## src/hdl/rtc_pkg.sv

```systemverilog
package rtc_pkg;

    // fixed field and register widths
    localparam int SCREEN_W    = 12;
    localparam int POS_W       = 12;
    localparam int PRESS_W     = 12;
    localparam int ORIENT_W    = 3;
    localparam int JIT_W       = 13;
    localparam int LIMIT_W     = 12;
    localparam int CFG_DATA_W  = 13;
    localparam int CFG_INDEX_W = 3;

    // orientation bits
    localparam int ORIENT_MIRROR_X = 0;
    localparam int ORIENT_MIRROR_Y = 1;
    localparam int ORIENT_SWAP     = 2;

    // register reset values
    localparam logic [SCREEN_W-1:0] RST_SCREEN_WIDTH  = 12'd320;
    localparam logic [SCREEN_W-1:0] RST_SCREEN_HEIGHT = 12'd480;
    localparam logic [ORIENT_W-1:0] RST_ORIENTATION   = 3'd4;
    localparam logic [PRESS_W-1:0]  RST_PRESSURE_MIN  = 12'd500;
    localparam logic [PRESS_W-1:0]  RST_PRESSURE_MAX  = 12'd2000;
    localparam logic [JIT_W-1:0]    RST_JITTER_LIMIT  = 13'd5;
    localparam logic [LIMIT_W-1:0]  RST_REPORT_LIMIT  = 12'd3;

    // register indexes
    typedef enum logic [CFG_INDEX_W-1:0] {
        REG_SCREEN_WIDTH  = 3'd0,
        REG_SCREEN_HEIGHT = 3'd1,
        REG_ORIENTATION   = 3'd2,
        REG_PRESSURE_MIN  = 3'd3,
        REG_PRESSURE_MAX  = 3'd4,
        REG_JITTER_LIMIT  = 3'd5,
        REG_REPORT_LIMIT  = 3'd6
    } rtc_reg_t;

    // configuration as seen by the stages
    typedef struct packed {
        logic [SCREEN_W-1:0] screen_width;
        logic [SCREEN_W-1:0] screen_height;
        logic [ORIENT_W-1:0] orientation;
        logic [PRESS_W-1:0]  pressure_min;
        logic [PRESS_W-1:0]  pressure_max;
        logic [JIT_W-1:0]    jitter_limit;
        logic [LIMIT_W-1:0]  report_limit;
    } rtc_cfg_t;

endpackage

```

## src/hdl/rtc_filter.sv

```systemverilog
module rtc_filter #(
    parameter int SAMPLE_BITS = 12
) (
    input  logic                   clk,
    input  logic                   rst_n,
    input  logic                   advance,
    input  logic [SAMPLE_BITS-1:0] raw_x,
    input  logic [SAMPLE_BITS-1:0] raw_y,
    input  logic [SAMPLE_BITS-1:0] raw_pressure,
    input  rtc_pkg::rtc_cfg_t      cfg,
    output logic                   touched,
    output logic [SAMPLE_BITS:0]   filt_x,
    output logic [SAMPLE_BITS:0]   filt_y
);
    import rtc_pkg::*;

    localparam int PW = (SAMPLE_BITS > PRESS_W) ? SAMPLE_BITS : PRESS_W;
    localparam int AW = SAMPLE_BITS + 1;
    localparam int DW = ((AW + 1) > JIT_W) ? (AW + 1) : JIT_W;
    localparam logic [AW-1:0] FULL_SCALE = {1'b1, {SAMPLE_BITS{1'b0}}};

    logic [PW-1:0] press_ext;
    logic [PW-1:0] pmin_ext;
    logic [PW-1:0] pmax_ext;
    logic [AW-1:0] mir_x;
    logic [AW-1:0] mir_y;
    logic [AW-1:0] smp_x;
    logic [AW-1:0] smp_y;
    logic [AW-1:0] dist_x;
    logic [AW-1:0] dist_y;
    logic [DW-1:0] dist_sum;
    logic          move;
    logic [AW-1:0] filtered_x_reg;
    logic [AW-1:0] filtered_y_reg;

    // touch detect: pressure strictly inside the window
    assign press_ext = PW'(raw_pressure);
    assign pmin_ext  = PW'(cfg.pressure_min);
    assign pmax_ext  = PW'(cfg.pressure_max);
    assign touched   = (press_ext > pmin_ext) && (press_ext < pmax_ext);

    // mirror then swap
    assign mir_x = cfg.orientation[ORIENT_MIRROR_X] ? FULL_SCALE - AW'(raw_x) : AW'(raw_x);
    assign mir_y = cfg.orientation[ORIENT_MIRROR_Y] ? FULL_SCALE - AW'(raw_y) : AW'(raw_y);
    assign smp_x = cfg.orientation[ORIENT_SWAP] ? mir_y : mir_x;
    assign smp_y = cfg.orientation[ORIENT_SWAP] ? mir_x : mir_y;

    // manhattan distance to the held position
    assign dist_x   = (smp_x > filtered_x_reg) ? smp_x - filtered_x_reg : filtered_x_reg - smp_x;
    assign dist_y   = (smp_y > filtered_y_reg) ? smp_y - filtered_y_reg : filtered_y_reg - smp_y;
    assign dist_sum = DW'(dist_x) + DW'(dist_y);
    assign move     = touched && (dist_sum > DW'(cfg.jitter_limit));

    assign filt_x = move ? smp_x : filtered_x_reg;
    assign filt_y = move ? smp_y : filtered_y_reg;

    // held position follows the sample only past the jitter limit
    always_ff @(posedge clk or negedge rst_n)
    begin
        if (!rst_n)
        begin
            filtered_x_reg <= '0;
            filtered_y_reg <= '0;
        end
        else if (advance && move)
        begin
            filtered_x_reg <= smp_x;
            filtered_y_reg <= smp_y;
        end
    end

endmodule

```

## src/hdl/rtc_report.sv

```systemverilog
module rtc_report #(
    parameter int SAMPLE_BITS = 12
) (
    input  logic                       clk,
    input  logic                       rst_n,
    input  logic                       advance,
    input  logic                       touched,
    input  logic [SAMPLE_BITS:0]       filt_x,
    input  logic [SAMPLE_BITS:0]       filt_y,
    input  rtc_pkg::rtc_cfg_t          cfg,
    output logic                       report,
    output logic                       pressed_next,
    output logic [rtc_pkg::POS_W-1:0]  last_x_next,
    output logic [rtc_pkg::POS_W-1:0]  last_y_next
);
    import rtc_pkg::*;

    localparam int AW    = SAMPLE_BITS + 1;
    localparam int PRODW = SCREEN_W + AW;

    logic [PRODW-1:0] prod_x;
    logic [PRODW-1:0] prod_y;
    logic [POS_W-1:0] px;
    logic [POS_W-1:0] py;
    logic [POS_W-1:0] move_x;
    logic [POS_W-1:0] move_y;
    logic             last_pressed_reg;
    logic [POS_W-1:0] last_x_reg;
    logic [POS_W-1:0] last_y_reg;

    // scale to screen size, position reads zero when untouched
    assign prod_x = PRODW'(cfg.screen_width) * PRODW'(filt_x);
    assign prod_y = PRODW'(cfg.screen_height) * PRODW'(filt_y);
    assign px     = touched ? prod_x[SAMPLE_BITS +: POS_W] : '0;
    assign py     = touched ? prod_y[SAMPLE_BITS +: POS_W] : '0;

    // movement against the last report
    assign move_x = (last_x_reg > px) ? last_x_reg - px : px - last_x_reg;
    assign move_y = (last_y_reg > py) ? last_y_reg - py : py - last_y_reg;
    assign report = (touched != last_pressed_reg)
                 || (move_x > cfg.report_limit)
                 || (move_y > cfg.report_limit);

    // a report with a zero coordinate keeps the old position
    always_comb
    begin
        pressed_next = last_pressed_reg;
        last_x_next  = last_x_reg;
        last_y_next  = last_y_reg;
        if (report)
        begin
            pressed_next = touched;
            if ((px != '0) && (py != '0))
            begin
                last_x_next = px;
                last_y_next = py;
            end
        end
    end

    always_ff @(posedge clk or negedge rst_n)
    begin
        if (!rst_n)
        begin
            last_pressed_reg <= 1'b0;
            last_x_reg       <= '0;
            last_y_reg       <= '0;
        end
        else if (advance)
        begin
            last_pressed_reg <= pressed_next;
            last_x_reg       <= last_x_next;
            last_y_reg       <= last_y_next;
        end
    end

endmodule

```

## src/hdl/resistive_touch_conditioner_core.sv

```systemverilog
// Resistive touch conditioner: takes one X, Y, pressure sample per request and returns
// exactly one result per request, in order. Throughput is one sample per clock unless the output
// stalls; each sample passes the input register, filter stage and scale/report stage in turn.
// The held filter position lives in the filter stage and the last report in the report
// stage, so a sample only sees state left by the sample just ahead of it in the same stage.
// Stall propagates back through the three registers; empty stages are filled while the
// output is stalled. Configuration registers are written through cfg_write/cfg_index/
// cfg_data and must only be written while no request is in flight.
module resistive_touch_conditioner_core #(
    parameter int SAMPLE_BITS = 12
) (
    input  logic                                clk,
    input  logic                                rst_n,
    input  logic                                cfg_write,
    input  logic [rtc_pkg::CFG_INDEX_W-1:0]     cfg_index,
    input  logic [rtc_pkg::CFG_DATA_W-1:0]      cfg_data,
    input  logic                                in_valid,
    output logic                                in_stall,
    input  logic [SAMPLE_BITS-1:0]              raw_x,
    input  logic [SAMPLE_BITS-1:0]              raw_y,
    input  logic [SAMPLE_BITS-1:0]              raw_pressure,
    output logic                                out_valid,
    input  logic                                out_stall,
    output logic                                report_valid,
    output logic                                pressed,
    output logic [rtc_pkg::POS_W-1:0]           pos_x,
    output logic [rtc_pkg::POS_W-1:0]           pos_y
);
    import rtc_pkg::*;

    rtc_cfg_t               cfg_reg;
    logic                   s1_valid_reg;
    logic [SAMPLE_BITS-1:0] s1_x_reg;
    logic [SAMPLE_BITS-1:0] s1_y_reg;
    logic [SAMPLE_BITS-1:0] s1_p_reg;
    logic                   s2_valid_reg;
    logic                   s2_touched_reg;
    logic [SAMPLE_BITS:0]   s2_x_reg;
    logic [SAMPLE_BITS:0]   s2_y_reg;
    logic                   out_valid_reg;
    logic                   report_valid_reg;
    logic                   pressed_reg;
    logic [POS_W-1:0]       pos_x_reg;
    logic [POS_W-1:0]       pos_y_reg;
    logic                   out_ready;
    logic                   s2_ready;
    logic                   s1_ready;
    logic                   s1_fire;
    logic                   s2_fire;
    logic                   in_accept;
    logic                   f_touched;
    logic [SAMPLE_BITS:0]   f_x;
    logic [SAMPLE_BITS:0]   f_y;
    logic                   r_report;
    logic                   r_pressed;
    logic [POS_W-1:0]       r_x;
    logic [POS_W-1:0]       r_y;

    // configuration registers
    always_ff @(posedge clk or negedge rst_n)
    begin
        if (!rst_n)
        begin
            cfg_reg.screen_width  <= RST_SCREEN_WIDTH;
            cfg_reg.screen_height <= RST_SCREEN_HEIGHT;
            cfg_reg.orientation   <= RST_ORIENTATION;
            cfg_reg.pressure_min  <= RST_PRESSURE_MIN;
            cfg_reg.pressure_max  <= RST_PRESSURE_MAX;
            cfg_reg.jitter_limit  <= RST_JITTER_LIMIT;
            cfg_reg.report_limit  <= RST_REPORT_LIMIT;
        end
        else if (cfg_write)
        begin
            case (rtc_reg_t'(cfg_index))
                REG_SCREEN_WIDTH:  cfg_reg.screen_width  <= cfg_data[SCREEN_W-1:0];
                REG_SCREEN_HEIGHT: cfg_reg.screen_height <= cfg_data[SCREEN_W-1:0];
                REG_ORIENTATION:   cfg_reg.orientation   <= cfg_data[ORIENT_W-1:0];
                REG_PRESSURE_MIN:  cfg_reg.pressure_min  <= cfg_data[PRESS_W-1:0];
                REG_PRESSURE_MAX:  cfg_reg.pressure_max  <= cfg_data[PRESS_W-1:0];
                REG_JITTER_LIMIT:  cfg_reg.jitter_limit  <= cfg_data[JIT_W-1:0];
                REG_REPORT_LIMIT:  cfg_reg.report_limit  <= cfg_data[LIMIT_W-1:0];
                default: ;
            endcase
        end
    end

    // pipeline flow control, each stage fills when it is empty or moving on
    assign out_ready = !out_valid_reg || !out_stall;
    assign s2_ready  = !s2_valid_reg || out_ready;
    assign s1_ready  = !s1_valid_reg || s2_ready;
    assign s2_fire   = s2_valid_reg && out_ready;
    assign s1_fire   = s1_valid_reg && s2_ready;
    assign in_stall  = !s1_ready;
    assign in_accept = in_valid && s1_ready;

    always_ff @(posedge clk or negedge rst_n)
    begin
        if (!rst_n)
        begin
            s1_valid_reg  <= 1'b0;
            s2_valid_reg  <= 1'b0;
            out_valid_reg <= 1'b0;
        end
        else
        begin
            if (s1_ready)
            begin
                s1_valid_reg <= in_valid;
            end
            if (s2_ready)
            begin
                s2_valid_reg <= s1_valid_reg;
            end
            if (out_ready)
            begin
                out_valid_reg <= s2_valid_reg;
            end
        end
    end

    // payload registers
    always_ff @(posedge clk)
    begin
        if (in_accept)
        begin
            s1_x_reg <= raw_x;
            s1_y_reg <= raw_y;
            s1_p_reg <= raw_pressure;
        end
        if (s1_fire)
        begin
            s2_touched_reg <= f_touched;
            s2_x_reg       <= f_x;
            s2_y_reg       <= f_y;
        end
        if (s2_fire)
        begin
            report_valid_reg <= r_report;
            pressed_reg      <= r_pressed;
            pos_x_reg        <= r_x;
            pos_y_reg        <= r_y;
        end
    end

    // touch detect, orientation and jitter filter
    rtc_filter #(
        .SAMPLE_BITS (SAMPLE_BITS)
    ) u_filter (
        .clk          (clk),
        .rst_n        (rst_n),
        .advance      (s1_fire),
        .raw_x        (s1_x_reg),
        .raw_y        (s1_y_reg),
        .raw_pressure (s1_p_reg),
        .cfg          (cfg_reg),
        .touched      (f_touched),
        .filt_x       (f_x),
        .filt_y       (f_y)
    );

    // screen scaling and report decision
    rtc_report #(
        .SAMPLE_BITS (SAMPLE_BITS)
    ) u_report (
        .clk          (clk),
        .rst_n        (rst_n),
        .advance      (s2_fire),
        .touched      (s2_touched_reg),
        .filt_x       (s2_x_reg),
        .filt_y       (s2_y_reg),
        .cfg          (cfg_reg),
        .report       (r_report),
        .pressed_next (r_pressed),
        .last_x_next  (r_x),
        .last_y_next  (r_y)
    );

    assign out_valid    = out_valid_reg;
    assign report_valid = report_valid_reg;
    assign pressed      = pressed_reg;
    assign pos_x        = pos_x_reg;
    assign pos_y        = pos_y_reg;

endmodule

```

## config.mk

```make
export PLATFORM = sky130hd
export DESIGN_NAME = resistive_touch_conditioner_core
export DESIGN_NICKNAME = d
export VERILOG_FILES = /design/src/hdl/rtc_pkg.sv /design/src/hdl/rtc_filter.sv /design/src/hdl/rtc_report.sv /design/src/hdl/resistive_touch_conditioner_core.sv
export SDC_FILE = /design/constraint.sdc
export NUM_CORES = 1
export LEC_CHECK = 0
export BUFFER_PORTS_ARGS = -buffer_cell sky130_fd_sc_hd__buf_2
export CORE_MARGIN = 2
export CORE_UTILIZATION = 55
export CTS_CLUSTER_DIAMETER = 120
export DETAILED_ROUTE_END_ITERATION = 10
export PLACE_DENSITY = 0.72
export SLEW_MARGIN = 40
export SYNTH_ARGS = -nofsm -noshare
export SYNTH_HDL_FRONTEND = slang
export SYNTH_SLANG_ARGS = --single-unit
```

## constraint.sdc

```tcl
create_clock -name clk -period 17.65 [get_ports clk]
set_input_delay 1.765 -clock clk [delete_from_list [all_inputs] [get_ports clk]]
set_output_delay 1.765 -clock clk [all_outputs]
set_load 0.01 [all_outputs]
```

==> flow_summary_export.csv <==
group,metric,value,unit
outcome,status,"finished clean",
timing,slew_viol_final,0,
timing,worst_pin_slew,0.743,ns
detailed_routing,vias,18000,
cts,cts.sinks,219,
detailed_routing,dr_wl_met2,27600,um
cts,cts_buffers,26,
worst_hold_path,min_to,"s2_valid_reg",
logic_synthesis,async_flop_share,0.594,
layout,area_growth,6.93,%
timing,fin_crit,10.79,ns
layout,largest_reg_flops,76,
worst_hold_path,min_path_cells,1,
timing,grt_setup_unrepaired,"false",
timing,hold_viol,0,
floorplan,start_util,0.560,
logic_synthesis,ys_warn_count,0,
detailed_routing,wire_per_inst,18.5,um
logic_synthesis,synth_compound_area_frac,0.0964,
logic_synthesis,syn_area_per_cell,9.62,sq um
critical_path,cpMaxStageDelayCell,"dfrtp_1",
cts,clockBufferDepth,3,
global_routing,grt_pass1_vias,18600,
timing,period_share,0.611,
critical_path,max_stage_delay,0.64,ns
placed_design,dp_hpwl,47500,um
flow_run,cap_violations,0,
layout,fillers,3749,
cts,cts.clk_slew.worst_paths,0.06,ns
critical_path,path_class,"register to register",
worst_hold_path,holdCritStartpoint,"s1_valid_reg",
critical_path,worstReg2RegEnd,"pos_x[11]",
placed_design,io_buffers,84,
floorplan,dieHeight,217,um
layout,drive_above_1_share,0.107,
floorplan,ioPinCount,85,
timing,finalSetupViolCount,0,
cts,clkLatencyLatePin,0.57,ns
logic_synthesis,syn_inst,2586,
floorplan,core_area,44400,sq um
logic_synthesis,syn_area,24900,sq um
cts,root_buffer,"clkbuf_16",
logic_synthesis,syn_nets,3151,
global_routing,grt-ovfl-total,0,
floorplan,row_count,77,
detailed_routing,m1WireLength,27100,um
timing,max_freq,0.0927,GHz
detailed_routing,routed_wl,59700,um
detailed_routing,wl_met3,3580,um
timing,skew,0.0180,ns
critical_path,critPathRequiredTime,17.95,ns
cts,postCtsSetupRepairBufs,0,
critical_path,r2r_cells,40,
critical_path,cp-end-kind,"register",
detailed_routing,drt_iter0_markers,1317,
logic_synthesis,synthSimpleGateAreaFrac,0.121,
logic_synthesis,muxShareOfSynthArea,0.0964,
critical_path,cp-start-kind,"register",
cts,holdBufCountCts,0,
cts,cts_tree,"done",
logic_synthesis,synth_fa_ha_area_frac,0.323,
logic_synthesis,synth_ff_type,"dfrtp_1",
global_routing,grt_max_degree,68,
detailed_routing,routed.top_layer,"met5",
logic_synthesis,synth_xor_area_frac,0.0341,
global_routing,grt_pass1_wl,97300,um
worst_hold_path,hp-class,"register to register",
cts,h-tree-depth,1,
placed_design,gp_congestion,0.930,
floorplan,fp.dieW,217,um
layout,final_common_cell,"inv_1",
logic_synthesis,yosys_register_bits,219,
logic_synthesis,synth_edf_count,89,
global_routing,antenna_found_initial,2,
logic_synthesis,ys_seq_area_frac,0.239,
global_routing,grtUsageTotal,0.260,
detailed_routing,drc,0,
layout,layout.nets,3175,
critical_path,r2r-start,"cfg_reg[55]",
cts,cts_resized,0,
timing,maxSlewHeadroom,0.503,
critical_path,crit_path_max_fanout,24,
detailed_routing,dr.pass1.iters,5,
layout,final_cell_mix,"471 x inv_1, 283 x nand2_1, 283 x ha_1, 225 x fa_1, 134 x mux2i_1",
logic_synthesis,synth_top_family_by_area,"adder cells",
logic_synthesis,synth_cell_types,86,
critical_path,rrSetupSlack,6.86,ns
timing,finalSetupTns,0,ns
floorplan,die_area,47000,sq um
critical_path,worstPathArrival,11.09,ns
detailed_routing,via_per_inst,5.58,
detailed_routing,ant_nets,0,
layout,insertedDiodeCount,0,
-- cells in the mapped netlist, types with 11 or more instances --
cell,n,area share
inv_1,471,0.071
ha_1,283,0.14
nand2_1,283,0.043
fa_1,225,0.18
mux2i_1,134,0.054
and2_1,116,0.029
dfrtp_1,107,0.11
a21oi_1,100,0.020
mux2_2,92,0.042
edfxtp_1,89,0.11
o21ai_0,77,0.015
clkbuf_1,72,0.011
a21o_1,64,0.019
xnor2_1,50,0.018
nor2_1,49,0.0074
xor2_1,47,0.017
nand4_1,26,0.0065
dfstp_2,23,0.024
nor2b_1,23,0.0058
nor3_1,21,0.0042
o21a_1,20,0.0060
a31oi_1,15,0.0038
o21bai_1,15,0.0045
nand3_1,11,0.0022
or3_1,11,0.0028
-- metal layers --
layer  global-route usage  vias to the layer above
met3               0.0356                       91
met2                0.428                      582
met1                0.364                     8790
met5                    0                        -
li1                     -                     8528
met4               0.0616                        2
-- worst max path at each step --
stage / start / to
floorplan: cfg_reg[58] / pos_x[11]
global placement: cfg_reg[55] / pos_y[11]
detailed placement: cfg_reg[55] / pos_x[11]
CTS: cfg_reg[55] / pos_x[11]
global route: cfg_reg[55] / pos_y[11]
finish: cfg_reg[55] / pos_x[11]
-- critical path, delay by kind of cell, from the launching register on --
family,cells,cell delay [ns]
flops,1,0.64
buf+inv,4,0.26
simple gates,7,2.02
fa+ha+maj,8,3.51
mux,2,0.76
compound gates,18,3.16
xor+xnor,1,0.15
-- cell families after synthesis --
kind of cell | after synthesis
adders and majority gates | 508
AOI/OAI and AO/OA | 365
and+or+nand+nor | 605
buffers and inverters | 565
muxes | 227
DFF | 219
xor gates and xnor gates | 97
-- through the flow --
stage | instances | cell area (sq um) | hold WS (ns) | worst slack (ns) | util
2_1_floorplan | 2586 | 24900 | 0.449 | 8.38 | -
3_3_place_gp | 3174 | 25700 | 0.458 | 7.03 | 0.578
3_5_place_dp | 3174 | 25700 | 0.464 | 6.95 | 0.579
4_1_cts | 3222 | 26600 | 0.487 | 6.93 | 0.599
5_1_grt | 3222 | 26600 | 0.524 | 6.18 | 0.599
6_report | 3222 | 26600 | 0.486 | 6.86 | 0.599
-- area by class of cell --
| type | instances | area [sq um] | area share |
|---|---|---|---|
| repair buffers | 90 | 475 | 0.0179 |
| flip-flops and latches | 219 | 5950 | 0.224 |
| clock buffers | 38 | 778 | 0.0292 |
| multi-input cells | 1802 | 16800 | 0.630 |
| inverters | 471 | 1770 | 0.0664 |
| well taps | 592 | 741 | 0.0278 |
| clock inverters | 10 | 135 | 0.00508 |
Power is not shown: default switching activity piles up to over one toggle a cycle in this logic, so the estimate is an artifact.
